### src/hw/rtl/rfid_line_frame_dedup_assert.svh
// Assertion macros for the card-reader line framer.
// Used by the modules that carry concurrent checks; needs clk_i and rst_ni in scope.
`ifndef RFID_LINE_FRAME_DEDUP_ASSERT_SVH
`define RFID_LINE_FRAME_DEDUP_ASSERT_SVH

// Property must hold at every rising clock edge outside reset.
`define RLFD_ASSERT(lbl, prop, msg) \
  lbl: assert property (@(posedge clk_i) disable iff (!rst_ni) prop) else $error(msg);

// Expression must never be true outside reset.
`define RLFD_NEVER(lbl, expr, msg) \
  `RLFD_ASSERT(lbl, !(expr), msg)

`endif

### src/hw/rtl/rlfd_pkg.sv
// Shared constants, types and control/status structs for the card-reader line framer.
// No dependencies.
`timescale 1ns / 1ps

package rlfd_pkg;

  localparam int LINE_LEN = 32;
  localparam int IDX_W    = $clog2(LINE_LEN);
  localparam int CNT_W    = $clog2(LINE_LEN + 1);

  localparam logic [7:0]  CH_LF       = 8'd10;
  localparam logic [7:0]  CH_CR       = 8'd13;
  localparam logic [7:0]  CH_DASH     = 8'h2D;
  localparam logic [15:0] TIMEOUT_RST = 16'd2000;

  typedef enum logic [1:0] {
    CFG_REVERSE = 2'd0,
    CFG_TIMEOUT = 2'd1,
    CFG_BUZZER  = 2'd2
  } cfg_idx_e;

  typedef enum logic [3:0] {
    ST_IDLE,
    ST_FINISH,
    ST_DECIDE,
    ST_CMP_RD,
    ST_CMP_CHK,
    ST_COMMIT,
    ST_EMIT_RD,
    ST_EMIT_LD,
    ST_OUT_WAIT
  } state_e;

  typedef struct packed {
    logic byte_wr;     // accepted byte
    logic tick;        // accepted tick
    logic start;       // latch payload length, clear line
    logic rd;          // read line store at source position, previous-code store at current index
    logic k_inc;       // next character
    logic commit;      // new code: store length, clear ticks, rewind index
    logic clr_ticks;   // suppressed repeat
    logic load_out;    // load output register with a character
    logic load_empty;  // load output register with the empty-code result
    logic wr_prev;     // write character into the previous-code store
  } dp_cmd_t;

  typedef struct packed {
    logic line_end;    // incoming byte ends the line
    logic line_ok;     // finished line is a non-empty code line
    logic in_window;   // tick count below timeout
    logic len_match;   // payload length equals stored code length
    logic plen_zero;   // empty code
    logic chars_eq;    // read characters match
    logic k_last;      // index at last character
    logic out_valid;
    logic out_fire;
    logic out_last;
  } dp_sts_t;

endpackage

### src/hw/rtl/rlfd_ctrl.sv
// Controller FSM for the card-reader line framer: sequences compare and emit walks.
// Depends on rlfd_pkg and rfid_line_frame_dedup_assert.svh.
`timescale 1ns / 1ps
`include "rfid_line_frame_dedup_assert.svh"

module rlfd_ctrl
  import rlfd_pkg::*;
(
  input  logic    clk_i,
  input  logic    rst_ni,
  input  logic    in_valid_i,
  input  logic    in_action_i,
  output logic    in_ready_o,
  input  dp_sts_t sts_i,
  output dp_cmd_t cmd_o
);

  state_e state_q, state_d;

  always_ff @(posedge clk_i or negedge rst_ni) begin
    if (!rst_ni) begin
      state_q <= ST_IDLE;
    end else begin
      state_q <= state_d;
    end
  end

  always_comb begin
    state_d    = state_q;
    cmd_o      = '0;
    in_ready_o = 1'b0;
    unique case (state_q)
      ST_IDLE: begin
        in_ready_o = 1'b1;
        if (in_valid_i) begin
          if (in_action_i) begin
            cmd_o.tick = 1'b1;
          end else begin
            cmd_o.byte_wr = 1'b1;
            if (sts_i.line_end) state_d = ST_FINISH;
          end
        end
      end
      ST_FINISH: begin
        cmd_o.start = 1'b1;
        state_d     = sts_i.line_ok ? ST_DECIDE : ST_IDLE;
      end
      ST_DECIDE: begin
        if (sts_i.in_window && sts_i.len_match) begin
          if (sts_i.plen_zero) begin
            cmd_o.clr_ticks = 1'b1;
            state_d         = ST_IDLE;
          end else begin
            state_d = ST_CMP_RD;
          end
        end else begin
          state_d = ST_COMMIT;
        end
      end
      ST_CMP_RD: begin
        cmd_o.rd = 1'b1;
        state_d  = ST_CMP_CHK;
      end
      ST_CMP_CHK: begin
        if (!sts_i.chars_eq) begin
          state_d = ST_COMMIT;
        end else if (sts_i.k_last) begin
          cmd_o.clr_ticks = 1'b1;
          state_d         = ST_IDLE;
        end else begin
          cmd_o.k_inc = 1'b1;
          state_d     = ST_CMP_RD;
        end
      end
      ST_COMMIT: begin
        cmd_o.commit = 1'b1;
        if (sts_i.plen_zero) begin
          cmd_o.load_empty = 1'b1;
          state_d          = ST_OUT_WAIT;
        end else begin
          state_d = ST_EMIT_RD;
        end
      end
      ST_EMIT_RD: begin
        cmd_o.rd = 1'b1;
        state_d  = ST_EMIT_LD;
      end
      ST_EMIT_LD: begin
        cmd_o.load_out = 1'b1;
        cmd_o.wr_prev  = 1'b1;
        state_d        = ST_OUT_WAIT;
      end
      ST_OUT_WAIT: begin
        if (sts_i.out_fire) begin
          if (sts_i.out_last) begin
            state_d = ST_IDLE;
          end else begin
            cmd_o.k_inc = 1'b1;
            state_d     = ST_EMIT_RD;
          end
        end
      end
      default: state_d = ST_IDLE;
    endcase
  end

  `RLFD_NEVER(a_no_input_while_output, (state_q == ST_IDLE) && sts_i.out_valid, "input ready while a result is pending")
  `RLFD_ASSERT(a_line_end_finishes, (in_valid_i && in_ready_o && !in_action_i && sts_i.line_end) |=> (state_q == ST_FINISH), "line end not followed by finish")
  `RLFD_ASSERT(a_last_returns_idle, (state_q == ST_OUT_WAIT && sts_i.out_fire && sts_i.out_last) |=> (state_q == ST_IDLE), "last result did not end the run")
  `RLFD_NEVER(a_valid_only_in_wait, sts_i.out_valid && (state_q != ST_OUT_WAIT), "result valid outside output wait")

endmodule

### src/hw/rtl/rlfd_dp.sv
// Datapath for the card-reader line framer: line and code stores, counters,
// configuration registers and the output register. Depends on rlfd_pkg.
`timescale 1ns / 1ps

module rlfd_dp
  import rlfd_pkg::*;
(
  input  logic        clk_i,
  input  logic        rst_ni,
  input  logic [7:0]  in_rx_byte_i,
  input  logic        cfg_we_i,
  input  logic [1:0]  cfg_idx_i,
  input  logic [15:0] cfg_data_i,
  input  logic        out_ready_i,
  output logic        out_valid_o,
  output logic [7:0]  out_code_char_o,
  output logic        out_char_valid_o,
  output logic        out_last_o,
  output logic        out_beep_o,
  input  dp_cmd_t     cmd_i,
  output dp_sts_t     sts_o
);

  logic [7:0] line_mem [LINE_LEN];
  logic [7:0] prev_mem [LINE_LEN];

  logic             reverse_q, buzzer_q;
  logic [15:0]      timeout_q, ticks_q;
  logic [CNT_W-1:0] count_q;
  logic             dash_q;
  logic [IDX_W-1:0] plen_q, prev_len_q, k_q, plen_m1, src;
  logic [7:0]       line_rd_q, prev_rd_q;
  logic             out_valid_q, out_char_valid_q, out_last_q, out_beep_q;
  logic [7:0]       out_char_q;
  logic             is_term, out_fire;

  assign is_term  = (in_rx_byte_i == CH_LF) || (in_rx_byte_i == CH_CR);
  assign plen_m1  = plen_q - IDX_W'(1);
  assign out_fire = out_valid_q && out_ready_i;

  // Source position in the line for code character k.
  always_comb begin
    if (!reverse_q) begin
      src = k_q + IDX_W'(1);
    end else if (plen_q[0] && (k_q == plen_m1)) begin
      src = IDX_W'(1);  // lone first payload character goes last
    end else begin
      src = plen_m1 - k_q + (k_q[0] ? IDX_W'(2) : IDX_W'(0));
    end
  end

  always_ff @(posedge clk_i or negedge rst_ni) begin
    if (!rst_ni) begin
      reverse_q <= 1'b1;
      timeout_q <= TIMEOUT_RST;
      buzzer_q  <= 1'b0;
    end else if (cfg_we_i) begin
      case (cfg_idx_i)
        CFG_REVERSE: reverse_q <= cfg_data_i[0];
        CFG_TIMEOUT: timeout_q <= cfg_data_i;
        CFG_BUZZER:  buzzer_q  <= cfg_data_i[0];
        default: ;
      endcase
    end
  end

  always_ff @(posedge clk_i or negedge rst_ni) begin
    if (!rst_ni) begin
      count_q     <= '0;
      dash_q      <= 1'b0;
      plen_q      <= '0;
      prev_len_q  <= '0;
      ticks_q     <= '0;
      k_q         <= '0;
      out_valid_q <= 1'b0;
    end else begin
      if (cmd_i.byte_wr && !is_term) begin
        count_q <= count_q + CNT_W'(1);
        if (count_q == '0) dash_q <= (in_rx_byte_i == CH_DASH);
      end
      if (cmd_i.start) begin
        count_q <= '0;
        plen_q  <= IDX_W'(count_q - CNT_W'(1));
      end
      if (cmd_i.tick && (ticks_q != 16'hFFFF)) ticks_q <= ticks_q + 16'd1;
      if (cmd_i.clr_ticks) ticks_q <= '0;
      if (cmd_i.commit) begin
        ticks_q    <= '0;
        prev_len_q <= plen_q;
      end
      if (cmd_i.start || cmd_i.commit) begin
        k_q <= '0;
      end else if (cmd_i.k_inc) begin
        k_q <= k_q + IDX_W'(1);
      end
      if (cmd_i.load_out || cmd_i.load_empty) begin
        out_valid_q <= 1'b1;
      end else if (out_fire) begin
        out_valid_q <= 1'b0;
      end
    end
  end

  always_ff @(posedge clk_i) begin
    if (cmd_i.byte_wr && !is_term) line_mem[count_q[IDX_W-1:0]] <= in_rx_byte_i;
    if (cmd_i.wr_prev) prev_mem[k_q] <= line_rd_q;
    if (cmd_i.rd) begin
      line_rd_q <= line_mem[src];
      prev_rd_q <= prev_mem[k_q];
    end
  end

  always_ff @(posedge clk_i) begin
    if (cmd_i.load_out) begin
      out_char_q       <= line_rd_q;
      out_char_valid_q <= 1'b1;
      out_last_q       <= (k_q == plen_m1);
      out_beep_q       <= buzzer_q && (k_q == '0);
    end else if (cmd_i.load_empty) begin
      out_char_q       <= '0;
      out_char_valid_q <= 1'b0;
      out_last_q       <= 1'b1;
      out_beep_q       <= buzzer_q;
    end
  end

  assign out_valid_o      = out_valid_q;
  assign out_code_char_o  = out_char_q;
  assign out_char_valid_o = out_char_valid_q;
  assign out_last_o       = out_last_q;
  assign out_beep_o       = out_beep_q;

  always_comb begin
    sts_o           = '0;
    sts_o.line_end  = is_term || (count_q == CNT_W'(LINE_LEN - 1));
    sts_o.line_ok   = (count_q != '0) && dash_q;
    sts_o.in_window = ticks_q < timeout_q;
    sts_o.len_match = plen_q == prev_len_q;
    sts_o.plen_zero = plen_q == '0;
    sts_o.chars_eq  = line_rd_q == prev_rd_q;
    sts_o.k_last    = k_q == plen_m1;
    sts_o.out_valid = out_valid_q;
    sts_o.out_fire  = out_fire;
    sts_o.out_last  = out_last_q;
  end

endmodule

### src/hw/rtl/rfid_line_frame_dedup.sv
// Top level of the card-reader line framer with repeat filter.
// Depends on rlfd_pkg, rlfd_ctrl and rlfd_dp.
`timescale 1ns / 1ps

// Usage:
//  - Input channel (in_valid_i/in_ready_o): each item is a received byte
//    (in_action_i = 0) or a one-millisecond tick (in_action_i = 1).
//  - Output channel (out_valid_o/out_ready_i): one item per code character,
//    with char_valid, last and beep flags; an empty code gives one item.
//  - Config port: cfg_we_i writes cfg_idx_i (0 reverse, 1 timeout, 2 buzzer);
//    write only while idle.
//  - Bytes and ticks are taken while idle. A line-ending byte starts a walk:
//    finish and decide states, then read and check states per character
//    while comparing against the previous code, then for a new code a commit
//    state and read, load and output-wait states per emitted character plus
//    any receiver stall. Each store has a single read port, hence the read states.
//  - The block takes one item at a time: in_ready_o is low from the line end
//    until the last result is taken, so a stalled receiver stalls the input.
//  - Reset: empty line, empty previous code, tick count 0, reverse on,
//    timeout 2000, buzzer off. No clearing pass is needed.
module rfid_line_frame_dedup
  import rlfd_pkg::*;
(
  input  logic        clk_i,
  input  logic        rst_ni,
  input  logic        in_valid_i,
  output logic        in_ready_o,
  input  logic        in_action_i,
  input  logic [7:0]  in_rx_byte_i,
  output logic        out_valid_o,
  input  logic        out_ready_i,
  output logic [7:0]  out_code_char_o,
  output logic        out_char_valid_o,
  output logic        out_last_o,
  output logic        out_beep_o,
  input  logic        cfg_we_i,
  input  logic [1:0]  cfg_idx_i,
  input  logic [15:0] cfg_data_i
);

  dp_cmd_t cmd;
  dp_sts_t sts;

  // Sequencer: line end, repeat check, emit walk.
  rlfd_ctrl u_ctrl (
    .clk_i       (clk_i),
    .rst_ni      (rst_ni),
    .in_valid_i  (in_valid_i),
    .in_action_i (in_action_i),
    .in_ready_o  (in_ready_o),
    .sts_i       (sts),
    .cmd_o       (cmd)
  );

  // Stores, counters, config and the output register.
  rlfd_dp u_dp (
    .clk_i            (clk_i),
    .rst_ni           (rst_ni),
    .in_rx_byte_i     (in_rx_byte_i),
    .cfg_we_i         (cfg_we_i),
    .cfg_idx_i        (cfg_idx_i),
    .cfg_data_i       (cfg_data_i),
    .out_ready_i      (out_ready_i),
    .out_valid_o      (out_valid_o),
    .out_code_char_o  (out_code_char_o),
    .out_char_valid_o (out_char_valid_o),
    .out_last_o       (out_last_o),
    .out_beep_o       (out_beep_o),
    .cmd_i            (cmd),
    .sts_o            (sts)
  );

endmodule

### config.mk
export PLATFORM = sky130hd
export DESIGN_NAME = rfid_line_frame_dedup
export DESIGN_NICKNAME = d
export VERILOG_FILES = /design/src/hw/rtl/rlfd_pkg.sv /design/src/hw/rtl/rlfd_ctrl.sv /design/src/hw/rtl/rlfd_dp.sv /design/src/hw/rtl/rfid_line_frame_dedup.sv
export VERILOG_INCLUDE_DIRS = /design/src /design/src/hw/rtl
export SDC_FILE = /design/constraint.sdc
export NUM_CORES = 1
export LEC_CHECK = 0
export ABC_CLOCK_PERIOD_IN_PS = 9100
export BUFFER_PORTS_ARGS = -buffer_cell sky130_fd_sc_hd__buf_2
export CAP_MARGIN = 20
export CELL_PAD_IN_SITES_DETAIL_PLACEMENT = 1
export CELL_PAD_IN_SITES_GLOBAL_PLACEMENT = 2
export CORE_MARGIN = 1
export CORE_UTILIZATION = 52
export CTS_BUF_LIST = sky130_fd_sc_hd__clkbuf_4
export CTS_CLUSTER_SIZE = 30
export DETAILED_ROUTE_END_ITERATION = 16
export PLACE_DENSITY_LB_ADDON = 0.1
export SLEW_MARGIN = 20
export SYNTH_ARGS = -nofsm -noshare
export SYNTH_HDL_FRONTEND = slang
export SYNTH_HIERARCHICAL = 1
export SYNTH_SLANG_ARGS = --single-unit
### constraint.sdc
create_clock -name clk_i -period 9.1 [get_ports clk_i]
set_clock_uncertainty 0.1 [all_clocks]
set_input_delay 0.91 -clock clk_i [delete_from_list [all_inputs] [get_ports clk_i]]
set_output_delay 0.91 -clock clk_i [all_outputs]
set_load 0.02 [all_outputs]
==> flow_summary.json <==
{
  "status": "finished, final reports clean",
  "antenna_found_initial": 4,
  "pin_count": 45,
  "p_per_area_nw_per_um2": 317,
  "power.leakage_nw": 9.99,
  "grt_overflow_total": 0,
  "drv_cap": 0,
  "drtIter0Drc": 1190,
  "drtAntennaViolNets": 0,
  "cts_tree": "yes",
  "wire_per_inst_um": 25.0,
  "final.period_utilization": 0.614,
  "grt_pass1_vias": 17000,
  "hp-class": "in -> reg",
  "cp_slowest_stage_delay_ns": 0.89,
  "crit_required_ns": 9.73,
  "syn_area_um2": 25900,
  "die_area_um2": 50700,
  "finalSetupTns_ns": 0,
  "worst_setup_path_end_kind": "flop",
  "worstPathCellList": "inv_1 > fa_1 > inv_1 > ha_2 > buf_4 > nand2_1 > a21boi_0 > a31oi_4 > buf_4 > nand2_1 > nor2_1 > o41ai_1 > and4_1",
  "wl_mm": 66.7,
  "area_delta_synth_final_pct": 11.8,
  "fmax_ghz": 0.179,
  "row_count": 81,
  "coreArea_um2": 49100,
  "start_util": 0.528,
  "cp.arrival_ns": 6.21,
  "cts-root-buf": "clkbuf_4",
  "numCtsBuffers": 158,
  "max-slew-margin-rel": 0.298,
  "via_count": 16100,
  "grt_pass1_wl_mm": 101,
  "h-tree-depth": 4,
  "drt_first_pass_iters": 5,
  "fp.dieH_um": 225,
  "synth_cells": 1753,
  "hold_violations": 0,
  "grtUsageTotal": 0.272,
  "io_buffer_count": 44,
  "cts.path.max_buffers": 3,
  "syn_area_per_cell_um2": 14.8,
  "synth-warning-count": 6,
  "drc_errors": 0,
  "dpl-instance-area_um2": 26800,
  "numClockSinks": 600,
  "path_clk_slew_ns": 0.07,
  "crit_fanout": 74,
  "max-vdd-ir-drop_uv": 319,
  "slew_viol_final": 0,
  "fin_crit_ns": 5.58,
  "cp_slowest_cell": "dfrtp_4",
  "start_kind": "flop",
  "rsz0062_at_grt": "no",
  "place_congestion": 0.828,
  "dp_hpwl_mm": 41.2,
  "path_class": "reg -> reg",
  "holdWs_ns": 0.0997,
  "grt_max_degree": 75,
  "fillers": 4805,
  "setup_viol": 0,
  "power_w": 0.00919,
  "worst_pin_slew_ns": 1.05,
  "synth_nets": 1819,
  "drive_gt1_frac": 0.224,
  "clk_latency_ns": 1.01,
  "stdcell_area_um2": 29000,
  "die_w_um": 225,
  "cts.repair.resized": 0,
  "vias_per_cell": 6.01,
  "nets": 1966,
  "final_util": 0.590
}
registers in the layout, indices dropped and copies added, names as in the netlist:
signal                 count
u_dp/out_beep_o            1
u_dp/line_rd_q             8
u_dp/prev_mem            256
u_dp/count_q               6
u_ctrl/state_q             4
u_dp/out_valid_o           1
u_dp/prev_rd_q             8
u_dp/prev_len_q            5
u_dp/dash_q                1
u_dp/timeout_q            16
u_dp/line_mem            256
u_dp/buzzer_q              1
u_dp/reverse_q             1
u_dp/k_q                   5
u_dp/out_char_valid_o      1
u_dp/ticks_q              16
u_dp/out_last_o            1
u_dp/out_code_char_o       8
u_dp/plen_q                5
report_power, final:
part,internal [W],switching [W],leakage [nW]
logic,0.00130,0.00228,3.21
clock network,0.00128,0.00108,1.18
registers,0.00312,0.000136,5.60
worst max-delay path: cells and delay by family (launching register included):
kind            cells  cell delay, ns
fa+ha+maj           2            0.89
compound gates      3            0.57
simple gates        4            1.39
buf+inv             4            1.43
flops               1            0.89
repair_timing:
item | 4_1_cts | 5_1_grt
hold buffers | 17 | 0
endpoints found under the hold margin | 72 | 0
buffers inserted | 0 | 0
routing by layer:
layer,global-route usage,part of all wire
met1,0.365,0.43
met2,0.430,0.48
met3,0.0677,0.063
met4,0.102,0.022
met5,0,0.00019
layout by cell type, fill, tap and decap left out, drive strengths merged, types with 15 or more instances in the layout:
| cell type | instances |
|---|---|
| dlygate4sd3 | 17 |
| o22ai | 24 |
| clkinv | 25 |
| dfrtp | 54 |
| buf | 75 |
| clkbuf | 234 |
| nor3 | 42 |
| o41ai | 21 |
| mux4 | 64 |
| nand4 | 21 |
| a22oi | 32 |
| edfxtp | 538 |
| o21ai | 46 |
| a21o | 45 |
| a21oi | 107 |
| mux2 | 23 |
| nor2 | 142 |
| nand2 | 75 |
| xor2 | 20 |
| xnor2 | 26 |
| inv | 79 |
| a22o | 15 |
| ha | 32 |
| a31oi | 21 |
| mux2i | 36 |
per-stage QoR:
step                      worst slack (ns)  instances
after floorplan                       4.37       1753
after global placement                3.66       2386
after detailed placement              3.48       2386
after CTS                             3.46       2665
after global routing                  3.09       2673
final                                 3.52       2674
path summary, 6_finish.rpt:
path / startpoint / to / slack, ns / cells past startpoint
max: u_dp/k_q[0]$_DFFE_PN0P_ / u_dp/line_rd_q[1]$_DFFE_PP_ / 3.52 / 13
min: out_ready_i / u_dp/out_valid_o$_DFFE_PN0P_ / 0.1 / 3
max reg2reg: u_dp/k_q[0]$_DFFE_PN0P_ / u_dp/line_rd_q[1]$_DFFE_PP_ / 3.52 / 13
min reg2reg: u_dp/out_char_valid_o$_SDFFE_PP1P_ / u_dp/out_char_valid_o$_SDFFE_PP1P_ / 0.36 / 1
max in group asynchronous: rst_ni / u_dp/k_q[0]$_DFFE_PN0P_ / 7.71 / 3
min in group asynchronous: rst_ni / u_dp/ticks_q[0]$_DFFE_PN0P_ / 0.56 / 3
area by class of cell:
cell class / count / area, um2 / area share
sequential: 600 / 17700 / 0.612
multi-input combinational: 968 / 7490 / 0.259
clock buffer: 234 / 1760 / 0.0607
tap: 664 / 831 / 0.0287
timing repair buffer: 92 / 627 / 0.0217
inverter: 80 / 300 / 0.0104
clock inverter: 28 / 215 / 0.00743
antenna: 8 / 20.0 / 0.000691
Power figures use the tool's default switching activity.
